**src/sv/cau_pkg.sv**
```systemverilog
`timescale 1ns / 1ps
// ----------------------------------------------------------------------------
// cau_pkg
// Shared widths, operation codes, stage types and rounding/saturation helpers
// for the complex arithmetic unit.
// ----------------------------------------------------------------------------
package cau_pkg;

  localparam int DATA_W    = 32;
  localparam int FRAC_BITS = 16;
  localparam int CMD_W     = 3;
  localparam int PROD_W    = 2 * DATA_W;
  localparam int SUM_W     = PROD_W + 1;
  localparam int DEN_W     = PROD_W;
  localparam int NMAG_W    = PROD_W + FRAC_BITS;
  localparam int QBITS     = DATA_W;
  localparam int NHI_W     = NMAG_W - QBITS;
  localparam int ITERS     = DATA_W;
  localparam int SQREM_W   = DATA_W + 2;

  typedef enum logic [CMD_W-1:0] {
    CMD_ADD = 3'd0,
    CMD_SUB = 3'd1,
    CMD_MUL = 3'd2,
    CMD_DIV = 3'd3,
    CMD_MAG = 3'd4
  } cmd_t;

  typedef logic signed [DATA_W-1:0] word_t;

  localparam word_t WORD_MAX = {1'b0, {(DATA_W-1){1'b1}}};
  localparam word_t WORD_MIN = {1'b1, {(DATA_W-1){1'b0}}};

  typedef struct packed {
    word_t value;
    logic  ov;
  } sat_t;

  // State carried through one iteration of the divide and square root units.
  typedef struct packed {
    logic                valid;
    logic [CMD_W-1:0]    cmd;
    word_t               simple_re;
    word_t               simple_im;
    logic                simple_ov;
    logic                dz;
    logic                neg_re;
    logic                neg_im;
    logic                big_re;
    logic                big_im;
    logic [DEN_W-1:0]    den;
    logic [DEN_W-1:0]    rem_re;
    logic [DEN_W-1:0]    rem_im;
    logic [QBITS-1:0]    low_re;
    logic [QBITS-1:0]    low_im;
    logic [QBITS-1:0]    q_re;
    logic [QBITS-1:0]    q_im;
    logic [PROD_W-1:0]   sq_n;
    logic [SQREM_W-1:0]  sq_rem;
    logic [DATA_W-1:0]   sq_root;
  } iter_t;

  typedef struct packed {
    word_t result_real;
    word_t result_imag;
    logic  overflow;
    logic  div_by_zero;
  } res_t;

  // Saturate a wide signed value to one data word.
  function automatic sat_t sat_wide(input logic signed [SUM_W-1:0] v);
    sat_t r;
    r.value = v[DATA_W-1:0];
    r.ov    = 1'b0;
    if (!v[SUM_W-1] && (|v[SUM_W-2:DATA_W-1])) begin
      r.value = WORD_MAX;
      r.ov    = 1'b1;
    end else if (v[SUM_W-1] && !(&v[SUM_W-2:DATA_W-1])) begin
      r.value = WORD_MIN;
      r.ov    = 1'b1;
    end
    return r;
  endfunction

  // Floor of a signed quotient from its magnitude quotient and remainder.
  function automatic sat_t sat_quot(input logic neg, input logic big,
                                    input logic [QBITS-1:0] q, input logic rnz);
    sat_t r;
    logic [QBITS:0] mag;
    mag     = {1'b0, q} + {{QBITS{1'b0}}, rnz};
    r.value = q;
    r.ov    = 1'b0;
    if (big) begin
      r.value = neg ? WORD_MIN : WORD_MAX;
      r.ov    = 1'b1;
    end else if (!neg) begin
      if (q[QBITS-1]) begin
        r.value = WORD_MAX;
        r.ov    = 1'b1;
      end
    end else if (mag > {1'b0, 1'b1, {(QBITS-1){1'b0}}}) begin
      r.value = WORD_MIN;
      r.ov    = 1'b1;
    end else begin
      r.value = word_t'(~mag[DATA_W-1:0] + 1'b1);
    end
    return r;
  endfunction

  function automatic sat_t sat_root(input logic [DATA_W-1:0] root);
    sat_t r;
    r.value = root;
    r.ov    = 1'b0;
    if (root[DATA_W-1]) begin
      r.value = WORD_MAX;
      r.ov    = 1'b1;
    end
    return r;
  endfunction

endpackage

```
**src/sv/cau_iter.sv**
```systemverilog
`timescale 1ns / 1ps
// ----------------------------------------------------------------------------
// cau_iter
// One registered iteration: a restoring divide step for both quotient parts
// and a digit step of the integer square root.
// ----------------------------------------------------------------------------
module cau_iter import cau_pkg::*; (
  input  logic  clk,
  input  logic  rst_n,
  input  logic  en,
  input  iter_t st_i,
  output iter_t st_o
);

  iter_t               st_r;
  iter_t               st_nxt;
  logic [DEN_W:0]      t_re;
  logic [DEN_W:0]      t_im;
  logic [DEN_W:0]      d_re;
  logic [DEN_W:0]      d_im;
  logic                ge_re;
  logic                ge_im;
  logic [SQREM_W+1:0]  sq_t;
  logic [SQREM_W+1:0]  sq_trial;
  logic [SQREM_W+1:0]  sq_d;
  logic                sq_ge;

  always_comb begin
    st_nxt = st_i;

    t_re  = {st_i.rem_re, st_i.low_re[QBITS-1]};
    t_im  = {st_i.rem_im, st_i.low_im[QBITS-1]};
    d_re  = t_re - {1'b0, st_i.den};
    d_im  = t_im - {1'b0, st_i.den};
    ge_re = t_re >= {1'b0, st_i.den};
    ge_im = t_im >= {1'b0, st_i.den};
    st_nxt.rem_re = ge_re ? d_re[DEN_W-1:0] : t_re[DEN_W-1:0];
    st_nxt.rem_im = ge_im ? d_im[DEN_W-1:0] : t_im[DEN_W-1:0];
    st_nxt.low_re = {st_i.low_re[QBITS-2:0], 1'b0};
    st_nxt.low_im = {st_i.low_im[QBITS-2:0], 1'b0};
    st_nxt.q_re   = {st_i.q_re[QBITS-2:0], ge_re};
    st_nxt.q_im   = {st_i.q_im[QBITS-2:0], ge_im};

    // Bring down two radicand bits and try appending a one to the root.
    sq_t     = {st_i.sq_rem, st_i.sq_n[PROD_W-1:PROD_W-2]};
    sq_trial = {2'b00, st_i.sq_root, 2'b01};
    sq_d     = sq_t - sq_trial;
    sq_ge    = sq_t >= sq_trial;
    st_nxt.sq_rem  = sq_ge ? sq_d[SQREM_W-1:0] : sq_t[SQREM_W-1:0];
    st_nxt.sq_root = {st_i.sq_root[DATA_W-2:0], sq_ge};
    st_nxt.sq_n    = {st_i.sq_n[PROD_W-3:0], 2'b00};
  end

  always_ff @(posedge clk) begin
    if (!rst_n) begin
      st_r.valid <= 1'b0;
    end else if (en) begin
      st_r <= st_nxt;
    end
  end

  assign st_o = st_r;

endmodule

```
**config.mk**
```make
export PLATFORM = sky130hd
export DESIGN_NAME = cau_iter
export DESIGN_NICKNAME = d
export VERILOG_FILES = /design/src/sv/cau_pkg.sv /design/src/sv/cau_iter.sv
export SDC_FILE = /design/constraint.sdc
export NUM_CORES = 1
export LEC_CHECK = 0
export BUFFER_PORTS_ARGS = -buffer_cell sky130_fd_sc_hd__buf_2
export CELL_PAD_IN_SITES_DETAIL_PLACEMENT = 2
export CELL_PAD_IN_SITES_GLOBAL_PLACEMENT = 2
export CORE_AREA = 2 2 413 415
export CTS_BUF_LIST = sky130_fd_sc_hd__clkbuf_4 sky130_fd_sc_hd__clkbuf_8 sky130_fd_sc_hd__clkbuf_16
export DETAILED_ROUTE_END_ITERATION = 16
export DIE_AREA = 0 0 415 417
export PLACE_DENSITY = 0.48
export SLEW_MARGIN = 20
export SYNTH_ARGS = -nofsm -noshare
export SYNTH_HDL_FRONTEND = slang
export SYNTH_SLANG_ARGS = --single-unit
```
**constraint.sdc**
```tcl
create_clock -name clk -period 24.7 [get_ports clk]
set_input_delay 2.47 -clock clk [delete_from_list [all_inputs] [get_ports clk]]
set_output_delay 2.47 -clock clk [all_outputs]
set_load 0.01 [all_outputs]
```
==> parameters.txt, run 1 <==
Parameter                              Value

Synthesis
  Number of synthesized register bits    520
  Count leader, synth    edfxtp_1
  Register area share after synthesis    0.5744
  Ranking of synthesized cells by area    edfxtp_1 (57%), ha_1 (7.5%), a21oi_1 (4.1%), o21ai_0 (3.4%), a21o_1 (2.9%)
  Top cells by count, synth    edfxtp_1 (519), a21oi_1 (221), nand2_1 (209), o21ai_0 (185), ha_1 (162)
  Most area-hungry cell type in the Yosys netlist    edfxtp_1
  Syn avg cell area    11.68 um2
  Number of unique standard cell types used by synthesis    88
  Post-synth EDFFs    519
  Proportion of register bits with asynchronous set or reset after synthesis    0
  Cell count after synthesis    2327
  Synth Cell Area    0.02717 mm2
  Share of the synthesized area in the top cell type    0.5736
  Main flop type after synthesis    edfxtp_1
  Synth warn    0

Routing
  Per-cell via count in the routed design    about 4.2
  Residual DRC    0
  Count of vias placed by the detailed router    24020
  Final antenna-violating net count    0
  Aggregate routed wire length    ~170000 um
  Number of DRC markers in iteration 0    between 1500 and 2000
  Total iterations of the first detailed-routing run    8
  Routed length per placed instance    30.26 um

Worst setup path
  Worst path cell trace    buf_2, inv_1, ha_1, nor2b_2, o211ai_2, a31oi_1, buf_4, o31ai_2, o21ai_1, a211oi_2, nand2_1, a21o_1, a31oi_4, buf_4, buf_4, o21ai_0
  Critical Path Start Type    input port
  CP Max Fanout    87
  Slowest cell delay on critical path    0.65 ns
  CP max-delay cell    buf_4
  Data required, critical path    25.05 ns
  Critical path's most frequent cell    buf_4
  CP Capture Type    flip-flop
  Data arrival at the endpoint of the critical path    a little under 8 ns
  Critical setup path kind    input port to flip-flop

Timing
  Worst clock skew    0 ns
  Maximum clock frequency    135.8 MHz
  Slew margin rel.    0.2004
  Hold violation total from the final report    0
  Final worst-path cycle share    0.2980
  Max Slew Vio Count    0
  Period minus WS final    7.361 ns
  Finish-stage setup viols    0
  Hold slack    around 0.57 ns
  Min setup slack post-route    17.34 ns
  Slew @ Worst Pin    about 1.2 ns
  RSZ-0062 raised after global routing    false
  Setup TNS    0 ns

Floorplan
  Floorplan die area    approximately 0.17 mm2
  Placeable core region    ~0.17 mm2
  I/O pin count    1051
  Cell Rows    151
  Starting Density    0.1612
  DIE WIDTH    415 um
  Die outline height    between 400 and 500 um

Clock tree
  Gates resized, CTS repair    0
  TritonCTS buffer count    74
  Hold-fix buffers, CTS    0
  Clk Latency, worst-skew pair    0.69 ns
  Postcts setup bufs    0
  Master cell of the clock root buffer    clkbuf_16
  Num Clock Sinks    520
  Total number of H-tree levels    3
  TritonCTS clock tree    yes
  Clock transition time at the flip-flop clock pins of the worst setup and hold paths    approximately 0.060 ns
  Maximum count of clock buffers along a single path    3

Power and ir drop
  Seq pwr share    0.385
  Combinational Power Share    0.211
  Switching Power    873.1 uW
  Share of total power in the clock network    0.404
  Power, Total    2.832 mW
  Net switching fraction of the power    0.3083
  Power per cell area    75.58 mW/mm2
  Peak VDD IR    approximately 0.042 mV
  Static Leakage    15.68 nW
  Internal power    1.959 mW

Global route
  Global-route wire length before repair    223400 um
  Maximum number of pins on one net before global-route repair    138
  Antenna violations before repair    141
  Total routing resource utilization after global routing    0.1905
  Total overflow reported by the global router    0
  Vias in the first global route    24590

Final layout
  Layout net count    4065
  Flip-flop count of the largest register, all copies and words added    520
  Area of the multi-input gates    roughly 0.011 mm2
  Synthesis-to-finish area growth    37.92%
  Fill cell total of the finished layout    19020
  Share of final-layout standard cells stronger than drive strength 1    0.3590
  Area taken by flip-flops and latches    0.01561 mm2

Place
  Buffers on Ports    around 1000
  Sum of net half-perimeters after detailed placement    146800 um
  Worst slack at placement    16.53 ns
  Gpl congestion    0.8683

Status
  Run status    finished, final reports clean

Run
  Count of max-cap constraint violations    0

Min path
  Worst hold path class    flip-flop to flip-flop
-- per-layer routing --
layer / up-vias / GRT usage / share of wire
li1: 10770 / - / -
met1: 11940 / 0.2188 / 0.39
met2: 947 / 0.3458 / 0.51
met3: 345 / 0.05078 / 0.070
met4: 10 / 0.05171 / 0.031
met5: - / 0 / 0.00035
-- power by group through the flow --
stage	clock (mW)	combinational, mW	sequential, mW
after detailed placement	0	0.602	1.11
after global routing	1.22	0.649	1.10
after global placement	0	0.600	1.11
after CTS	1.19	0.607	1.09
after floorplan	0	0.272	1.16
final	1.15	0.596	1.09
-- final timing paths --
path	from	end	slack, ns	depth (start not counted)
max	st_i[387]	st_o[260]	17.34	16
min	st_o[523]	st_o[523]	0.57	2
max reg2reg	st_o[523]	st_o[523]	24.07	2
min reg2reg	st_o[523]	st_o[523]	0.57	2
-- cell usage in the layout, fill, tap and decap left out, types with 5 or more instances in the layout --
master / count
a211oi_1: 7
a21boi_0: 7
a21o_1: 105
a21oi_1: 221
a31oi_1: 20
and2_1: 5
and3_1: 14
buf_2: 1044
buf_4: 12
bufinv_16: 10
clkbuf_16: 74
clkbuf_4: 16
clkinv_1: 11
clkinv_2: 9
diode_2: 23
edfxtp_1: 519
ha_1: 162
inv_1: 143
mux2_2: 21
nand2_1: 209
nand2b_1: 17
nand3_1: 42
nand4_1: 42
nor2_1: 122
nor2b_1: 16
nor3_1: 15
nor4_1: 10
o211a_1: 6
o211ai_1: 10
o21a_1: 19
o21ai_0: 185
o21ai_1: 14
o21bai_1: 36
o31ai_1: 12
or3_1: 5
or4_1: 7
xnor2_1: 89
xor2_1: 61
-- layout make-up --
class / count / area share
inverters: 143 / 0.01432
flip-flops and latches: 520 / 0.4165
diodes: 23 / 0.001536
clock buffers: 92 / 0.05336
repair buffers: 1058 / 0.1429
well taps: 2218 / 0.07406
clock inverters: 39 / 0.01509
multi-input cells: 1577 / 0.2823
-- per-stage QoR --
stage                     area [um2]  utilization  instances
after floorplan                27180            -       2330
after global placement         34840       0.2068       5516
after detailed placement       34840       0.2068       5516
after CTS                      37410       0.2220       5647
after global routing           37430       0.2221       5654
final                          37470       0.2223       5670
-- worst max-delay path, delay by kind of cell --
family                   cells  cell delay, ns
AO/OA/AOI/OAI                8            2.70
adder cells (fa/ha/maj)      1            0.31
buffers and inverters        5            1.56
AND/OR/NAND/NOR              2            0.49
-- cell families after synthesis --
logic type,after synthesis,share of synthesized area
AO/OA/AOI/OAI,696,0.1591
AND/OR/NAND/NOR,535,0.09270
flip-flops,520,0.5744
buffers and inverters,233,0.03767
adder cells (fa/ha/maj),164,0.07608
XOR/XNOR,150,0.04836
multiplexers,28,0.01161
other,1,0.0001380
Power figures use the tool's default switching activity.
==> run 2: changes to the inputs <==
- CORE_AREA: 2 2 413 415 -> 2 2 410 412
- DIE_AREA: 0 0 415 417 -> 0 0 412 414
- PLACE_DENSITY: 0.48 -> 0.5
- clock period: 24.7 -> 6.4 ns (I/O delays scaled with it)
==> run 2 against run 1 <==
Register-to-register slack got worse by 18 ns. Clock-buffer cell count decreased by 7. Total power increased to 3.8 times the previous value. Critical path type unchanged. Critical endpoint is now st_o[263]. Largest cell class unchanged. Highest routed layer unchanged.
==> parameters.txt, run 2 (same netlist as run 1, synthesis figures left out) <==
Parameter                              Value

Status
  Run status    finished, final reports clean (unchanged)

Worst setup path
  Buf/Inv on CP    3 (was 5)
  Internal reg-to-reg setup slack    5.81 ns (was 24.07 ns)
  CP Max Fanout    61 (was 87)
  Endpoint of the worst-slack reg-to-reg timing path    st_o[523] (unchanged)
  Critical setup path kind    input port to flip-flop (unchanged)
  Slowest cell delay on critical path    0.58 ns (was 0.65 ns)
  Worst Reg2Reg Path Length in Cells    2 (unchanged)
  Data arrival at the endpoint of the critical path    5.03 ns (was 7.71 ns)
  Startpoint of the most critical register-to-register path    st_o[523] (unchanged)
  CP max-delay cell    buf_4 (unchanged)
  Data required, critical path    6.79 ns (was 25.05 ns)
  Cell family with most CP delay    compound AO/OA/AOI/OAI gates (unchanged)
  Critical Path Start Type    input port (unchanged)
  Stages on worst setup path    14 (was 16)
  CP Capture Type    flip-flop (unchanged)
  Worst path cell trace    buf_2, inv_1, ha_1, nor2b_2, o211ai_2, a31oi_1, o31ai_2, o21ai_1, a211oi_2, nand2_1, a21o_1, a31oi_4, buf_4, o21ai_0 (was buf_2, inv_1, ha_1, nor2b_2, o211ai_2, a31oi_1, buf_4, o31ai_2, o21ai_1, a211oi_2, nand2_1, a21o_1, a31oi_4, buf_4, buf_4, o21ai_0)

Global route
  Total overflow reported by the global router    0 (unchanged)
  Maximum number of pins on one net before global-route repair    131 (was 138)
  Total routing resource utilization after global routing    0.1804 (was 0.1905)
  Met2 routing resource usage after global routing    0.2936 (was 0.3458)
  Antenna violations before repair    112 (was 141)
  Vias in the first global route    24520 (was 24590)
  Global-route wire length before repair    211900 um (was 223400 um)
  Grt met3 use    0.05728 (was 0.05078)
  Grt met1 use    0.2262 (was 0.2188)
  Global route hottest layer    met2 (unchanged)

Final layout
  Highest-count cells in the layout ignoring fill and taps    buf_2 (1044), edfxtp_1 (519), a21oi_1 (221) (unchanged)
  Share of final-layout standard cells stronger than drive strength 1    0.3598 (was 0.3590)
  Fill cell total of the finished layout    18900 (was 19020)
  Flip-flop count of the largest register, all copies and words added    520 (unchanged)
  Synthesis-to-finish area growth    37.98% (was 37.92%)
  Leading cell type in the layout, fill and taps excluded    buf_2 (unchanged)
  Layout net count    4071 (was 4065)
  Non-Filler Cell Area, Final    0.03749 mm2 (was 0.03747 mm2)

Power and ir drop
  Seq pwr share    0.392 (was 0.385)
  Power, Total    10.73 mW (was 2.832 mW)
  Power per cell area    286.2 mW/mm2 (was 75.58 mW/mm2)
  Static Leakage    15.67 nW (was 15.68 nW)
  Internal power    7.354 mW (was 1.959 mW)
  Peak VDD IR    0.1701 mV (was 0.04167 mV)
  Share of total power in the clock network    0.397 (was 0.404)
  Combinational Power Share    0.211 (about the same)
  Switching Power    3.376 mW (was 873.1 uW)
  Net switching fraction of the power    0.3146 (was 0.3083)

Clock tree
  Total number of H-tree levels    3 (unchanged)
  Postcts setup bufs    0 (unchanged)
  Maximum count of clock buffers along a single path    3 (unchanged)
  Gates resized, CTS repair    0 (unchanged)
  Clk Latency, worst-skew pair    0.69 ns (about the same)
  Master cell of the clock root buffer    clkbuf_16 (unchanged)
  TritonCTS buffer count    73 (was 74)
  Hold-fix buffers, CTS    0 (unchanged)
  Clock transition time at the flip-flop clock pins of the worst setup and hold paths    0.06 ns (about the same)
  Num Clock Sinks    520 (unchanged)
  TritonCTS clock tree    yes (unchanged)

Timing
  Final worst-path cycle share    0.7247
  Setup TNS    0 ns (unchanged)
  Hold violation total from the final report    0 (unchanged)
  Slew margin rel.    0.2759 (was 0.2004)
  Hold slack    0.1128 ns (was 0.5694 ns)
  Max Slew Vio Count    0 (unchanged)
  Slew @ Worst Pin    1.075 ns (was 1.188 ns)
  RSZ-0062 raised after global routing    false (unchanged)
  Worst clock skew    0 ns (unchanged)
  Maximum clock frequency    215.6 MHz
  Finish-stage setup viols    0 (unchanged)
  Min setup slack post-route    1.762 ns (was 17.34 ns)
  Period minus WS final    between 4 and 5 ns

Run
  Count of max-cap constraint violations    0 (unchanged)

Floorplan
  I/O pin count    1051 (unchanged)
  Floorplan die area    0.1706 mm2 (was 0.1731 mm2)
  Die outline height    414 um (was 417 um)
  Placeable core region    0.1663 mm2 (was 0.1685 mm2)
  Starting Density    0.1634 (was 0.1612)
  DIE WIDTH    412 um (was 415 um)
  Cell Rows    150 (was 151)

Place
  Worst slack at placement    1.056 ns (was 16.53 ns)
  Sum of net half-perimeters after detailed placement    136200 um (was 146800 um)
  Buffers on Ports    1044 (unchanged)
  Post-DP Area    0.03493 mm2 (was 0.03484 mm2)
  Gpl congestion    0.9659 (was 0.8683)

Min path
  Worst hold path class    input port to flip-flop (was flip-flop to flip-flop)
  Hold Startpoint    st_i[476] (was st_o[523])
  Hold Path Depth    1 (was 2)
  Min-Delay Endpoint    st_o[476] (was st_o[523])

Routing
  Count of vias placed by the detailed router    24190 (was 24020)
  Per-cell via count in the routed design    4.255 (was 4.236)
  Routed length per placed instance    28.25 um (was 30.26 um)
  Final antenna-violating net count    0 (unchanged)
  Residual DRC    0 (unchanged)
  Aggregate routed wire length    160600 um (was 171600 um)
  Number of DRC markers in iteration 0    1664 (was 1662)
  Total iterations of the first detailed-routing run    4 (was 8)
## run 2: cell count changes in the layout (fill, tap and decap cells not counted), sizes merged
cell,delta
buf,+7
clkbuf,-7
diode,+20
clkinvlp,+3
bufinv,-4
inv,+1
clkinv,+9
## run 2: through the flow
step                        util  std cells
after CTS                 0.2248       5642
after floorplan                -       2330
after global routing      0.2253       5675
after detailed placement  0.2101       5509
final                     0.2254       5685
after global placement    0.2101       5509
## run 2: routing by layer
layer	up-vias	part of all wire
met5	-	0.00078
met4	20	0.027
li1	10790	-
met3	312	0.085
met1	12150	0.42
met2	919	0.47
## run 2: area by class of cell
type / instances / area, um2 / share of cell area
Sequential cell: 520 / 15610 / 0.4163
Multi-Input combinational cell: 1577 / 10570 / 0.2820
Timing Repair Buffer: 1065 / 5458 / 0.1456
Tap cell: 2204 / 2758 / 0.07356
Clock buffer: 85 / 1923 / 0.05130
Inverter: 143 / 536.8 / 0.01432
Clock inverter: 48 / 529.3 / 0.01412
Antenna cell: 43 / 107.6 / 0.002870
## run 2: worst max-delay path by stage
stage / slack, ns / to / startpoint
6_report: 1.76 / st_o[263] / st_i[387]
5_1_grt: 1.34 / st_o[262] / st_i[387]
4_1_cts: 1.79 / st_o[263] / st_i[387]
3_5_place_dp: 1.06 / st_o[263] / st_i[387]
3_3_place_gp: 1.06 / st_o[260] / st_i[387]
2_1_floorplan: 1.72 / st_o[0] / rst_n
## run 2: power groups by stage
stage | Clock [mW] | Combinational, mW | Sequential, mW
after floorplan | 0 | 1.05 | 4.41
after global placement | 0 | 2.28 | 4.26
after global routing | 4.52 | 2.48 | 4.22
after CTS | 4.42 | 2.30 | 4.20
after detailed placement | 0 | 2.29 | 4.27
final | 4.26 | 2.27 | 4.20
